`src/hdl/qdec_pkg.sv`:
```
// Shared types and constants of the multi-channel quadrature decoder.
// No dependencies; imported by qdec_lane, qdec_merge and multi_quadrature_decoder.
package qdec_pkg;

    localparam int PHASE_WIDTH     = 8;
    localparam int FIELD_WIDTH     = 16;
    localparam int NUM_FIELDS      = 4;
    localparam int LIFE_WIDTH      = 8;
    localparam int COUNT_WIDTH     = 3;
    localparam int CFG_DATA_WIDTH  = 8;
    localparam int CFG_INDEX_WIDTH = 2;

    localparam logic [CFG_INDEX_WIDTH-1:0] REG_HOLD_OFF_LIFE   = 2'd0;
    localparam logic [CFG_INDEX_WIDTH-1:0] REG_ENCODERS_IN_USE = 2'd1;

    localparam logic [COUNT_WIDTH-1:0] ENCODERS_RESET = 3'd4;

    // Step codes: rank difference of new pair versus old pair, modulo 4.
    localparam logic [1:0] STEP_CW  = 2'd1;
    localparam logic [1:0] STEP_CCW = 2'd3;

    // Phase pair {B,A} to its place in the clockwise cycle 00 -> 01 -> 11 -> 10.
    localparam logic [1:0] GRAY_RANK [4] = '{2'd0, 2'd1, 2'd3, 2'd2};

    // Per-lane control from the top level.
    typedef struct packed {
        logic fire;    // input transfer this cycle
        logic decode;  // lane is among the encoders in use
    } lane_ctrl_t;

endpackage

```
`src/hdl/multi_quadrature_decoder.sv`:
```
// Top level of the multi-channel quadrature decoder: config registers,
// phase history, decoder lanes and merge stage. Depends on qdec_pkg, qdec_lane, qdec_merge.
//
//  channel | signals                              | direction
//  --------+--------------------------------------+----------
//  in      | in_valid, in_stall, phase_byte       | sink
//  out     | out_valid, out_stall, position_0..3  | source
//  cfg     | cfg_we, cfg_index, cfg_data          | sink
//
// One phase byte per cycle while in_stall is low; each result appears in the cycle after its
// transfer, as the lane updates feed the output register directly.
// Reset clears positions, hold-off counters, phase history and output valid.
// A stalled result holds; in_stall rises only while a result waits under out_stall.
module multi_quadrature_decoder #(
    parameter int MAX_ENCODERS   = 4,
    parameter int POSITION_WIDTH = 16
) (
    input  logic                                    clk,
    input  logic                                    rst_n,
    input  logic                                    cfg_we,
    input  logic [qdec_pkg::CFG_INDEX_WIDTH-1:0]    cfg_index,
    input  logic [qdec_pkg::CFG_DATA_WIDTH-1:0]     cfg_data,
    input  logic                                    in_valid,
    output logic                                    in_stall,
    input  logic [qdec_pkg::PHASE_WIDTH-1:0]        phase_byte,
    output logic                                    out_valid,
    input  logic                                    out_stall,
    output logic [qdec_pkg::FIELD_WIDTH-1:0]        position_0,
    output logic [qdec_pkg::FIELD_WIDTH-1:0]        position_1,
    output logic [qdec_pkg::FIELD_WIDTH-1:0]        position_2,
    output logic [qdec_pkg::FIELD_WIDTH-1:0]        position_3
);
    import qdec_pkg::*;

    logic [LIFE_WIDTH-1:0]  life_reg;
    logic [COUNT_WIDTH-1:0] encoders_reg;
    logic [PHASE_WIDTH-1:0] last_phases_reg;
    logic                   in_fire;
    logic                   busy;
    logic [POSITION_WIDTH-1:0] lane_pos      [MAX_ENCODERS];
    logic [POSITION_WIDTH-1:0] lane_pos_next [MAX_ENCODERS];
    logic [FIELD_WIDTH-1:0]    out_field     [NUM_FIELDS];

    assign in_stall = busy;
    assign in_fire  = in_valid && !busy;

    always_ff @(posedge clk or negedge rst_n)
    begin
        if (!rst_n)
        begin
            life_reg     <= '0;
            encoders_reg <= ENCODERS_RESET;
        end
        else if (cfg_we)
        begin
            case (cfg_index)
                REG_HOLD_OFF_LIFE:   life_reg     <= cfg_data[LIFE_WIDTH-1:0];
                REG_ENCODERS_IN_USE: encoders_reg <= cfg_data[COUNT_WIDTH-1:0];
                default:             ;  // unknown index ignored
            endcase
        end
    end

    // Whole byte kept, including pairs of encoders not in use.
    always_ff @(posedge clk or negedge rst_n)
    begin
        if (!rst_n)
            last_phases_reg <= '0;
        else if (in_fire)
            last_phases_reg <= phase_byte;
    end

    for (genvar k = 0; k < MAX_ENCODERS; k++)
    begin : g_lane
        localparam logic [COUNT_WIDTH-1:0] LANE_ID = COUNT_WIDTH'(k);
        lane_ctrl_t ctrl;

        // counts above MAX_ENCODERS saturate for free: no lane beyond it exists
        assign ctrl.fire   = in_fire;
        assign ctrl.decode = encoders_reg > LANE_ID;

        qdec_lane #(
            .POSITION_WIDTH (POSITION_WIDTH)
        ) u_lane (
            .clk         (clk),
            .rst_n       (rst_n),
            .ctrl        (ctrl),
            .life        (life_reg),
            .pair_before (last_phases_reg[2*k +: 2]),
            .pair_after  (phase_byte[2*k +: 2]),
            .pos         (lane_pos[k]),
            .pos_next    (lane_pos_next[k])
        );
    end

    qdec_merge #(
        .MAX_ENCODERS   (MAX_ENCODERS),
        .POSITION_WIDTH (POSITION_WIDTH)
    ) u_merge (
        .clk       (clk),
        .rst_n     (rst_n),
        .load      (in_fire),
        .lane_pos  (lane_pos_next),
        .out_stall (out_stall),
        .out_valid (out_valid),
        .busy      (busy),
        .out_field (out_field)
    );

    assign position_0 = out_field[0];
    assign position_1 = out_field[1];
    assign position_2 = out_field[2];
    assign position_3 = out_field[3];

`ifndef ASSERT_OFF
    a_result_follows: assert property (@(posedge clk) disable iff (!rst_n)
        in_fire |=> out_valid)
        else $error("transfer in gave no result");

    a_stall_only_when_full: assert property (@(posedge clk) disable iff (!rst_n)
        in_stall |-> (out_valid && out_stall))
        else $error("input stalled without a waiting result");

    a_history_holds: assert property (@(posedge clk) disable iff (!rst_n)
        !in_fire |=> $stable(last_phases_reg))
        else $error("phase history changed without a transfer");

    a_idle_lane_holds: assert property (@(posedge clk) disable iff (!rst_n)
        (in_fire && encoders_reg == '0) |=> $stable(lane_pos[0]))
        else $error("position moved with no encoder in use");

    a_no_move_without_step: assert property (@(posedge clk) disable iff (!rst_n)
        (in_fire && phase_byte[1:0] == last_phases_reg[1:0]) |=> $stable(lane_pos[0]))
        else $error("position moved on an unchanged pair");
`endif

endmodule

```
`src/hdl/qdec_lane.sv`:
```
// One decoder lane: hold-off counter and wrapping position counter of one encoder.
// Depends on qdec_pkg.
module qdec_lane #(
    parameter int POSITION_WIDTH = 16
) (
    input  logic                               clk,
    input  logic                               rst_n,
    input  qdec_pkg::lane_ctrl_t               ctrl,
    input  logic [qdec_pkg::LIFE_WIDTH-1:0]    life,
    input  logic [1:0]                         pair_before,
    input  logic [1:0]                         pair_after,
    output logic [POSITION_WIDTH-1:0]          pos,
    output logic [POSITION_WIDTH-1:0]          pos_next
);
    import qdec_pkg::*;

    logic [LIFE_WIDTH-1:0] hold_reg;
    logic [LIFE_WIDTH-1:0] hold_next;
    logic [POSITION_WIDTH-1:0] pos_reg;
    logic [1:0] step;
    logic blocked;

    assign step    = GRAY_RANK[pair_after] - GRAY_RANK[pair_before];
    assign blocked = (pair_after == pair_before) || (hold_reg < life);

    always_comb
    begin
        hold_next = hold_reg;
        pos_next  = pos_reg;
        if (ctrl.decode)
        begin
            if (blocked)
            begin
                hold_next = (hold_reg != '0) ? hold_reg - 1'b1 : life;
            end
            else
            begin
                case (step)
                    STEP_CW:  pos_next = pos_reg + 1'b1;
                    STEP_CCW: pos_next = pos_reg - 1'b1;
                    default:  pos_next = pos_reg;  // no move, or both phases jumped
                endcase
            end
        end
    end

    always_ff @(posedge clk or negedge rst_n)
    begin
        if (!rst_n)
        begin
            hold_reg <= '0;
            pos_reg  <= '0;
        end
        else if (ctrl.fire)
        begin
            hold_reg <= hold_next;
            pos_reg  <= pos_next;
        end
    end

    assign pos = pos_reg;

endmodule

```
`src/hdl/qdec_merge.sv`:
```
// Merge stage: gathers the lane positions into the output register and
// drives the output handshake. Depends on qdec_pkg.
module qdec_merge #(
    parameter int MAX_ENCODERS   = 4,
    parameter int POSITION_WIDTH = 16
) (
    input  logic                               clk,
    input  logic                               rst_n,
    input  logic                               load,
    input  logic [POSITION_WIDTH-1:0]          lane_pos [MAX_ENCODERS],
    input  logic                               out_stall,
    output logic                               out_valid,
    output logic                               busy,
    output logic [qdec_pkg::FIELD_WIDTH-1:0]   out_field [qdec_pkg::NUM_FIELDS]
);
    import qdec_pkg::*;

    localparam int COPY_WIDTH = (POSITION_WIDTH < FIELD_WIDTH) ? POSITION_WIDTH : FIELD_WIDTH;

    logic out_valid_reg;
    logic out_valid_next;
    logic [FIELD_WIDTH-1:0] field_reg  [NUM_FIELDS];
    logic [FIELD_WIDTH-1:0] field_next [NUM_FIELDS];

    always_comb
    begin
        for (int k = 0; k < NUM_FIELDS; k++)
        begin
            if (k < MAX_ENCODERS)
                field_next[k] = FIELD_WIDTH'(lane_pos[k][COPY_WIDTH-1:0]);
            else
                field_next[k] = '0;  // absent channel
        end
    end

    assign busy = out_valid_reg && out_stall;
    assign out_valid_next = load ? 1'b1 : busy;

    always_ff @(posedge clk or negedge rst_n)
    begin
        if (!rst_n)
            out_valid_reg <= 1'b0;
        else
            out_valid_reg <= out_valid_next;
    end

    always_ff @(posedge clk)
    begin
        if (load)
            field_reg <= field_next;
    end

    assign out_valid = out_valid_reg;
    assign out_field = field_reg;

endmodule

```
`config.mk`:
```
export PLATFORM = sky130hd
export DESIGN_NAME = multi_quadrature_decoder
export DESIGN_NICKNAME = d
export VERILOG_FILES = /design/src/hdl/qdec_pkg.sv /design/src/hdl/multi_quadrature_decoder.sv /design/src/hdl/qdec_lane.sv /design/src/hdl/qdec_merge.sv
export SDC_FILE = /design/constraint.sdc
export NUM_CORES = 1
export LEC_CHECK = 0
export BUFFER_PORTS_ARGS = -buffer_cell sky130_fd_sc_hd__buf_2
export CAP_MARGIN = 20
export CORE_ASPECT_RATIO = 0.6
export CORE_MARGIN = 1.5
export CORE_UTILIZATION = 55
export CTS_CLUSTER_DIAMETER = 120
export DETAILED_ROUTE_END_ITERATION = 8
export PLACE_DENSITY = 0.77
export SYNTH_ARGS = -nofsm -noshare
export SYNTH_HDL_FRONTEND = slang
export SYNTH_SLANG_ARGS = --single-unit
```
`constraint.sdc`:
```
create_clock -name clk -period 3.02 [get_ports clk]
set_input_delay 0.906 -clock clk [delete_from_list [all_inputs] [get_ports clk]]
set_output_delay 0.906 -clock clk [all_outputs]
set_load 0.01 [all_outputs]
```
# Yosys cells after proc, flatten, opt, wreduce, memory -nomap -nowiden
# Index checks and enable logic that the tools add are counted.
# totals
output_inout_bits	66
regBits	180
elab_cells	128
input_bits	23
# classes
mux	41
n_bitwise	8
order_cmp	16
addsub	16
eq_ne	13
n_reduce_logical	18
# ops
cell	count
2-to-1 mux 16 bit	8
one-hot mux 16 bit (2 select lines)	4
adder 16 x 1 -> 16 bit, second input constant	4
subtractor 16 x 1 -> 16 bit, second input constant	4
binary-select mux 2 bit (select 2 bit)	8
less-than comparator 8 bit	4
2-to-1 mux 2 bit	16
2-to-1 mux 8 bit	4
nonzero test 8 bit	4
subtractor 8 x 1 -> 8 bit, second input constant	4
greater-or-equal comparator 3 bit, second input constant	8
inverter 2 -> 3 bit	8
AND reduction 3 bit	4
== test 2 x 1 -> 1 bit, second input constant	5
== test 2 bit	4
== test 2 bit, second input constant	4
subtractor 2 bit	4
> comparator 3 x 1 -> 1 bit, second input constant	2
> comparator 3 x 2 -> 1 bit, second input constant	2
logical OR 1 bit	4
AND reduction 2 bit	2
logical AND 1 bit	2
zero test 2 bit	1
zero test 1 bit	1
2-to-1 mux 1 bit	1

# Depth between registers and ports, before layout
# Gate-level depths: netlist of the first run.
# depth
word_depth	9
mapped_depth	15
ltp_nobuf	13

# Cells and area by module
# Synthesis of the first run repeated with hierarchy kept, for this count alone.
# unflattened
cells_unflattened	1138
hier_area_um2	11378.4
# by_module_without_submodules
mod	seq_area_each_um2	area_each_um2	instances	cells_each
qdec_lane (g_lane[1].u_lane ...)	600.6	2140.8	2	255
qdec_lane (g_lane[3].u_lane)	600.6	2247.2	1	259
qdec_lane (g_lane[0].u_lane)	600.6	2137.0	1	256
qdec_merge	1946.9	1960.6	1	67
multi_quadrature_decoder	476.7	752.0	1	46

# Least setup slack after synthesis of the first run
# Ideal clock, no wire load.
# synth_path
path_type	input to register
from	input out_stall
to	register g_lane[0].u_lane.pos_reg[2]
required_ps	2889
path_stages	6
setup_ps	131
arrival_ps	3635
path_buffers	1
slack_ps	-746
cell_sequence	nand2_1 nand2_1 inv_1 buf_1 nand3_1 xnor2_1
# synth_between
elab_chain_cells	3
# synth_rtl
item	line_no	text
start, declared	multi_quadrature_decoder.sv:27	input logic out_stall,
logical AND 1 bit	qdec_merge.sv:36	assign busy = out_valid_reg && out_stall;
zero test 1 bit	multi_quadrature_decoder.sv:45	assign in_fire = in_valid && !busy;
logical AND 1 bit	multi_quadrature_decoder.sv:45	
named net in_fire	multi_quadrature_decoder.sv:38	logic in_fire;
end signal, assigned	qdec_lane.sv:57	pos_reg <= pos_next;
end, declared	qdec_lane.sv:19	logic [POSITION_WIDTH-1:0] pos_reg;
# The timed path passes the listed nets, and every way through them passes these cells.
# A chain may end at the register's enable or synchronous reset.

# Worst setup path after layout of the first run
# layout_path
from	input phase_byte[7] (netlist name)
to	register u_merge.field_reg (netlist bit u_merge.out_field[10]), data pin
# layout_between
elab_chain_cells	9
word_cells_on_any_way	12
classes_between	1 x add/sub; 3 x eq/ne; 6 x mux; 1 x bitwise; 1 x reduce/logical
# layout_rtl
item	line_no	text
start, declared	multi_quadrature_decoder.sv:25	input logic [qdec_pkg::PHASE_WIDTH-1:0] phase_byte,
inverter 2 -> 3 bit (not written as such)	qdec_lane.sv:23	assign step = GRAY_RANK[pair_after] - GRAY_RANK[pair_before];
binary-select mux 2 bit (select 2 bit)	qdec_lane.sv:23	
2-to-1 mux 2 bit (not written as such) (2 in a row)	qdec_lane.sv:23	
subtractor 2 bit	qdec_lane.sv:23	
== test 2 bit or == test 2 x 1 -> 1 bit (tied branches)	qdec_lane.sv:38	case (step)
one-hot mux 16 bit (2 select lines)	qdec_lane.sv:38	
2-to-1 mux 16 bit (*)	qdec_lane.sv:32	if (blocked)
2-to-1 mux 16 bit (*)	qdec_lane.sv:30	if (ctrl.decode)
named net g_lane[3].u_lane.pos_next[10]	qdec_lane.sv:13	output logic [POSITION_WIDTH-1:0] pos_next
end signal, assigned	qdec_merge.sv:50	field_reg <= field_next;
end, declared	qdec_merge.sv:22	logic [FIELD_WIDTH-1:0] field_reg [NUM_FIELDS];
# The timed path passes the listed nets; every way through them passes the cells marked *. The select of a mux whose other input is x is not followed.

==> results of run 1 <==
## per-layer routing
metal / vias to the layer above / routed length [um] / track usage [%]
li1: 4170 / - / -
met1: 4301 / 13100 / 42.4
met2: 369 / 10800 / 38.7
met3: 31 / 2210 / 6.31
met4: 0 / 367 / 7.14
met5: - / 0 / 0
## what timing repair did
action / CTS / global route
gates resized for setup: 0 / 29
setup endpoints to repair: 0 / 18
setup buffers: 0 / 4
hold endpoints to repair: 0 / 0
## area by class of cell
cell class | instances | area, um^2 | area share, %
Multi-Input combinational cell | 850 | 5680 | 44.9
Sequential cell | 180 | 4830 | 38.2
Timing Repair Buffer | 168 | 1130 | 8.93
Clock buffer | 21 | 450 | 3.57
Tap cell | 240 | 300 | 2.38
Clock inverter | 11 | 135 | 1.07
Inverter | 29 | 114 | 0.901
## power by group
group,leakage (nW),internal [mW],switching [mW]
Clock,0.288,1.32,0.949
Combinational,3.20,2.07,2.49
Sequential,2.10,3.31,1.05
## cells in the mapped netlist (10+ instances only)
library cell / n / area [um^2]
nor2_1: 126 / 473
o21ai_0: 46 / 230
or3_1: 14 / 87.6
dfrtp_1: 115 / 2880
o22ai_1: 12 / 75.1
a21oi_1: 56 / 280
inv_1: 29 / 109
ha_1: 44 / 551
nand4_1: 15 / 93.8
nor3_1: 49 / 245
a31oi_1: 10 / 62.6
xor2_1: 75 / 657
mux2_2: 10 / 113
edfxtp_1: 64 / 1920
nand2_1: 149 / 559
xnor2_1: 66 / 578
clkbuf_1: 53 / 199
nand2b_1: 16 / 100
nand3_1: 33 / 165
nor4_1: 16 / 100
## cell families after synthesis
group,count (synthesis),synth area share [%]
multiplexers,13,1.36
AND/OR/NAND/NOR,466,20.9
adder cells (fa/ha/maj),44,5.23
AO/OA/AOI/OAI,183,10.9
buffers and inverters,93,3.40
flip-flops,180,45.9
XOR/XNOR,144,12.4
## worst max-delay path, stage by stage
cell	delay, ns
buf_2	0.12
xnor2_2	0.17
ha_2	0.19
xnor3_1	0.22
or2_4	0.26
xnor2_2	0.13
ha_2	0.21
nor3_4	0.15
nand2_2	0.09
a32oi_2	0.21
nor2_1	0.09
a32oi_1	0.21
nor2_1	0.08
xor2_1	0.14
## path summary, 6_finish.rpt
check	endpoint	start	cells after the start	slack, ns
min reg2reg	g_lane[2].u_lane.pos[15]$_DFFE_PN0P_	g_lane[2].u_lane.pos[15]$_DFFE_PN0P_	1	0.49
min	g_lane[0].u_lane.pos[2]$_DFFE_PN0P_	rst_n	1	0.46
max in group asynchronous	g_lane[1].u_lane.pos[5]$_DFFE_PN0P_	rst_n	2	1.88
max reg2reg	u_merge.out_field[10]$_DFFE_PP_	last_phases_reg[7]$_DFFE_PN0P_	13	0.11
max	u_merge.out_field[10]$_DFFE_PP_	phase_byte[7]	14	0.03
min in group clk	g_lane[2].u_lane.pos[15]$_DFFE_PN0P_	g_lane[2].u_lane.pos[15]$_DFFE_PN0P_	1	0.49
==> flow_summary.yaml, run 1 <==
clock_tree:
  cts_buffer_depth: 2
  cts_sinks: 180
  h-tree-depth: 4
  clkLatencyLatePin_ns: 0.44
  hold_buffers: 0
  cts-root-buf: "clkbuf_16"
  cts_tree: "built"
  clk_pin_slew_ns: 0.07
  cts_made_buffers: 17
cells_and_area:
  syn_to_final_growth_pct: 20.0
  stdcell_count: 1499
  diodes: 0
  drive_above_1_share_pct: 22.0
  final_nets: 1313
  layout_common_cells: "nand2_1, nor2_1, dfrtp_1"
  utilization_pct: 68.7
  layout_commonest_cell: "nand2_1"
  fillers: 1406
  postLayoutCellArea_um2: 12600
placed_design:
  dpl_worst_slack_ns: -0.417
  dp_hpwl_um: 18700
  port_buffers: 88
  place_congestion: 1.01
  dp_cells: 1463
  place_area_um2: 11900
power:
  p_per_area_nw_per_um2: 886
  total_power_mw: 11.2
  p_leak_nw: 5.59
  ir_drop_uv: 496
detailed_routing:
  avgRoutedWirePerCell_um: 17.7
  ant_nets: 0
  drt_wl_total_um: 26500
  via_per_inst: 5.92
  vias: 8871
  drtIter0Drc: 1069
  drt_pass1_iterations: 5
  drc_errors: 0
global_routing:
  first_global_vias: 8155
  grt_pass1_wl_um: 42500
  antenna_found_initial: 0
  grt.total_usage_pct: 27.5
  grt_overflow: 0
  grt_max_degree: 51
timing:
  clock.fmax_ghz: 0.334
  setup_violations: 0
  maxSlewHeadroom_pct: 31.8
  finClkSkew_ns: 0.00744
  tightest_slew_ns: 1.02
  drv_slew: 0
  setup_ws_ns: 0.0287
  finalSetupTns_ns: 0
  rsz0062_at_grt: "yes"
  fin_crit_sh_pct: 99.1
  hold_violations: 0
  holdWs_ns: 0.456
  min_period_ns: 2.99
floorplan:
  die_y_um: 110
  fp.dieW_um: 182
  ios: 89
  fp-row-count: 38
  core_area_um2: 18400
  start_util_pct: 57.2
  fp.dieArea_um2: 20000
setup_path:
  path_max_fanout: 2
  crit_path_end_kind: "flop"
  required_ns: 3.20
  crit_type: "input pin to flop"
  worstPathArrival_ns: 3.18
  startpoint_type: "input pin"
min_path:
  min_path_type: "input pin to asynchronous set/reset pin"
synthesis:
  synth_ff_type: "dfrtp_1"
  synth_warnings: 0
  synth_edf_count: 64
  synth_cells: 1123
  synth_cell_types: 66
  synth_area_um2: 10500
  synth-seq-cells: 180
  syn_area_per_cell_um2: 9.37
  synthArstFlopShare_pct: 64.4
  seq_area_frac_synth_pct: 45.9
  syn_nets: 1190
job:
  maxCapViolCount: 0
outcome:
  outcome: "finished clean"
Power figures use the tool's default switching activity.
==> run 2, diff against run 1 <==
--- a/config.mk
+++ b/config.mk
@@ -12,7 +12,10 @@
 export CORE_UTILIZATION = 55
 export CTS_CLUSTER_DIAMETER = 120
 export DETAILED_ROUTE_END_ITERATION = 8
+export HOLD_SLACK_MARGIN = 0.15
 export PLACE_DENSITY = 0.77
+export RECOVER_POWER = 25
+export REMOVE_ABC_BUFFERS = 1
 export SYNTH_ARGS = -nofsm -noshare
 export SYNTH_HDL_FRONTEND = slang
 export SYNTH_SLANG_ARGS = --single-unit
==> run 2 against run 1 <==
  * Worst hold slack gained 0.037 ns
  * Non-clock buffer count grew 8
  * Worst setup slack gained 0.0031 ns
  * Clock power shrank 2%
  * Largest cell class unchanged
==> flow_summary.yaml, run 2 (synthesized netlist as in run 1, its figures left out) <==
cells_and_area:
  diodes: 0
  multi_input_area_um2: 5610
  utilization_pct: 68.4
  register_area_um2: 4830
  stdcell_count: 1507
  layout_commonest_cell: "nand2_1"
  syn_to_final_growth_pct: 19.6
  layout_common_cells: "nand2_1, nor2_1, dfrtp_1"
  drive_above_1_share_pct: 21.5
  final_nets: 1321
  fillers: 1380
power:
  p_seq_share_pct: 39.3
  ir_drop_uv: 518
  p_switching_mw: 4.47
  p_leak_nw: 5.57
  p_per_area_nw_per_um2: 878
  p_comb_share_pct: 40.6
  p_clk_share_pct: 20.1
  total_power_mw: 11.1
  p_sw_share_pct: 40.5
  p_int_mw: 6.58
setup_path:
  crit_type: "input pin to flop"
  required_ns: 3.21
  critPathLaunch: "phase_byte[6]"
  r2r_end: "u_merge.out_field[10]$_DFFE_PP_"
  worstPathArrival_ns: 3.18
  crit_path_end_kind: "flop"
  startpoint_type: "input pin"
  slowest_stage: "or2_4"
  crit_chain: "buf_8 -> xnor2_4 -> ha_2 -> xnor3_1 -> or2_4 -> xnor2_2 -> ha_2 -> nor3_2 -> nand2_1 -> a32oi_2 -> nor2_2 -> a32oi_2 -> nor2_1 -> xor2_1"
  slowest_delay_ns: 0.29
  critical_path.top_delay_family: "simple AND/OR/NAND/NOR gates"
  r2r_start: "last_phases_reg[7]$_DFFE_PN0P_"
  ff2ff_path_depth: 13
  endpoint: "u_merge.out_field[10]$_DFFE_PP_"
  path_max_fanout: 2
  cp.depth: 14
  r2r_slack_ns: 0.11
  worst-path-buf-inv: 1
floorplan:
  fp.dieArea_um2: 20000
  ios: 89
  core_area_um2: 18400
  fp.dieW_um: 182
  die_y_um: 110
  fp-row-count: 38
  start_util_pct: 57.2
clock_tree:
  cts_tree: "built"
  cts-root-buf: "clkbuf_16"
  h-tree-depth: 4
  cts_sinks: 180
  clkLatencyLatePin_ns: 0.45
  hold_buffers: 0
  clk_pin_slew_ns: 0.07
  cts_made_buffers: 17
  cts_buffer_depth: 2
global_routing:
  first_global_vias: 8113
  antenna_found_initial: 0
  grt_max_degree: 50
  grt.total_usage_pct: 27.5
  grt_overflow: 0
  grt_pass1_wl_um: 42700
timing:
  drv_slew: 0
  fin_crit_sh_pct: 98.9
  clock.fmax_ghz: 0.335
  maxSlewHeadroom_pct: 9.26
  min_period_ns: 2.99
  setup_ws_ns: 0.0318
  rsz0062_at_grt: "yes"
  finClkSkew_ns: 0.0111
  finalSetupTns_ns: 0
  tightest_slew_ns: 1.36
  hold_violations: 0
  setup_violations: 0
detailed_routing:
  via_per_inst: 5.92
  vias: 8927
  drc_errors: 0
  ant_nets: 0
  drtIter0Drc: 859
  drt_wl_total_um: 26500
  avgRoutedWirePerCell_um: 17.6
  drt_pass1_iterations: 5
job:
  maxCapViolCount: 0
placed_design:
  place_congestion: 0.950
  dp_cells: 1474
  port_buffers: 88
  dpl_worst_slack_ns: -0.639
  dp_hpwl_um: 18700
outcome:
  outcome: "finished clean"
min_path:
  min_path_type: "flop to flop"
## run 2: cell count changes in the layout (fill, tap and decap cells not counted), moves of 3 or more
cell,delta
nand2_2,-3
clkinvlp_4,+3
xnor2_1,+4
xnor2_2,-3
o21ai_1,-3
nand2_1,+3
buf_4,+5
## run 2: worst min path at each step
stage | startpoint | end | cells after the start
floorplan | g_lane[1].u_lane.pos[15]$_DFFE_PN0P_ | g_lane[1].u_lane.pos[15]$_DFFE_PN0P_ | 1
global placement | g_lane[2].u_lane.pos[15]$_DFFE_PN0P_ | g_lane[2].u_lane.pos[15]$_DFFE_PN0P_ | 1
detailed placement | g_lane[1].u_lane.pos[15]$_DFFE_PN0P_ | g_lane[1].u_lane.pos[15]$_DFFE_PN0P_ | 1
CTS | rst_n | life_reg[6]$_DFFE_PN0P_ | 1
global route | g_lane[1].u_lane.pos[15]$_DFFE_PN0P_ | g_lane[1].u_lane.pos[15]$_DFFE_PN0P_ | 1
finish | g_lane[1].u_lane.pos[15]$_DFFE_PN0P_ | g_lane[1].u_lane.pos[15]$_DFFE_PN0P_ | 1
## run 2: worst register-to-register path, delay by kind of cell (launching register included)
| kind | cells | cell delay, ns |
|---|---|---|
| adders and majority gates | 2 | 0.37 |
| and+or+nand+nor | 5 | 0.73 |
| DFF | 1 | 0.44 |
| AOI/OAI and AO/OA | 2 | 0.40 |
| xor gates and xnor gates | 4 | 0.70 |
## run 2: layer usage
layer	global-route usage (%)	part of all wire, %	vias to the layer above
met2	38.8	42	410
met5	0	0	-
met4	8.81	1.6	0
li1	-	-	4190
met1	42.1	49	4291
met3	5.45	8.0	36
## run 2: what timing repair did
| item | in CTS | in global routing |
|---|---|---|
| pin swaps | 2 | 19 |
| setup endpoints to repair | 8 | 37 |
| resized for setup | 7 | 58 |
| setup buffers | 0 | 2 |
| hold endpoints to repair | 0 | 0 |
## run 2: area by class of cell
type | count | share of cell area [%]
Timing Repair Buffer | 176 | 9.27
Tap cell | 240 | 2.39
Sequential cell | 180 | 38.3
Clock inverter | 13 | 1.06
Inverter | 29 | 0.875
Multi-Input combinational cell | 850 | 44.6
Clock buffer | 19 | 3.52
## run 2: through the flow
| stage | hold WS, ns | instance area, um^2 |
|---|---|---|
| 6_report | 0.494 | 12600 |
| 5_1_grt | 0.510 | 12600 |
| 4_1_cts | 0.468 | 12300 |
| 3_5_place_dp | 0.481 | 11700 |
| 3_3_place_gp | 0.474 | 11700 |
| 2_1_floorplan | 0.461 | 10300 |
## run 2: power groups by stage
| stage | Combinational [mW] | Clock, mW | Sequential [mW] |
|---|---|---|---|
| 6_report | 4.49 | 2.22 | 4.34 |
| 5_1_grt | 4.99 | 2.34 | 4.45 |
| 4_1_cts | 4.24 | 2.24 | 4.29 |
| 3_5_place_dp | 4.16 | 0 | 4.31 |
| 3_3_place_gp | 4.02 | 0 | 4.28 |
| 2_1_floorplan | 2.73 | 0 | 4.15 |
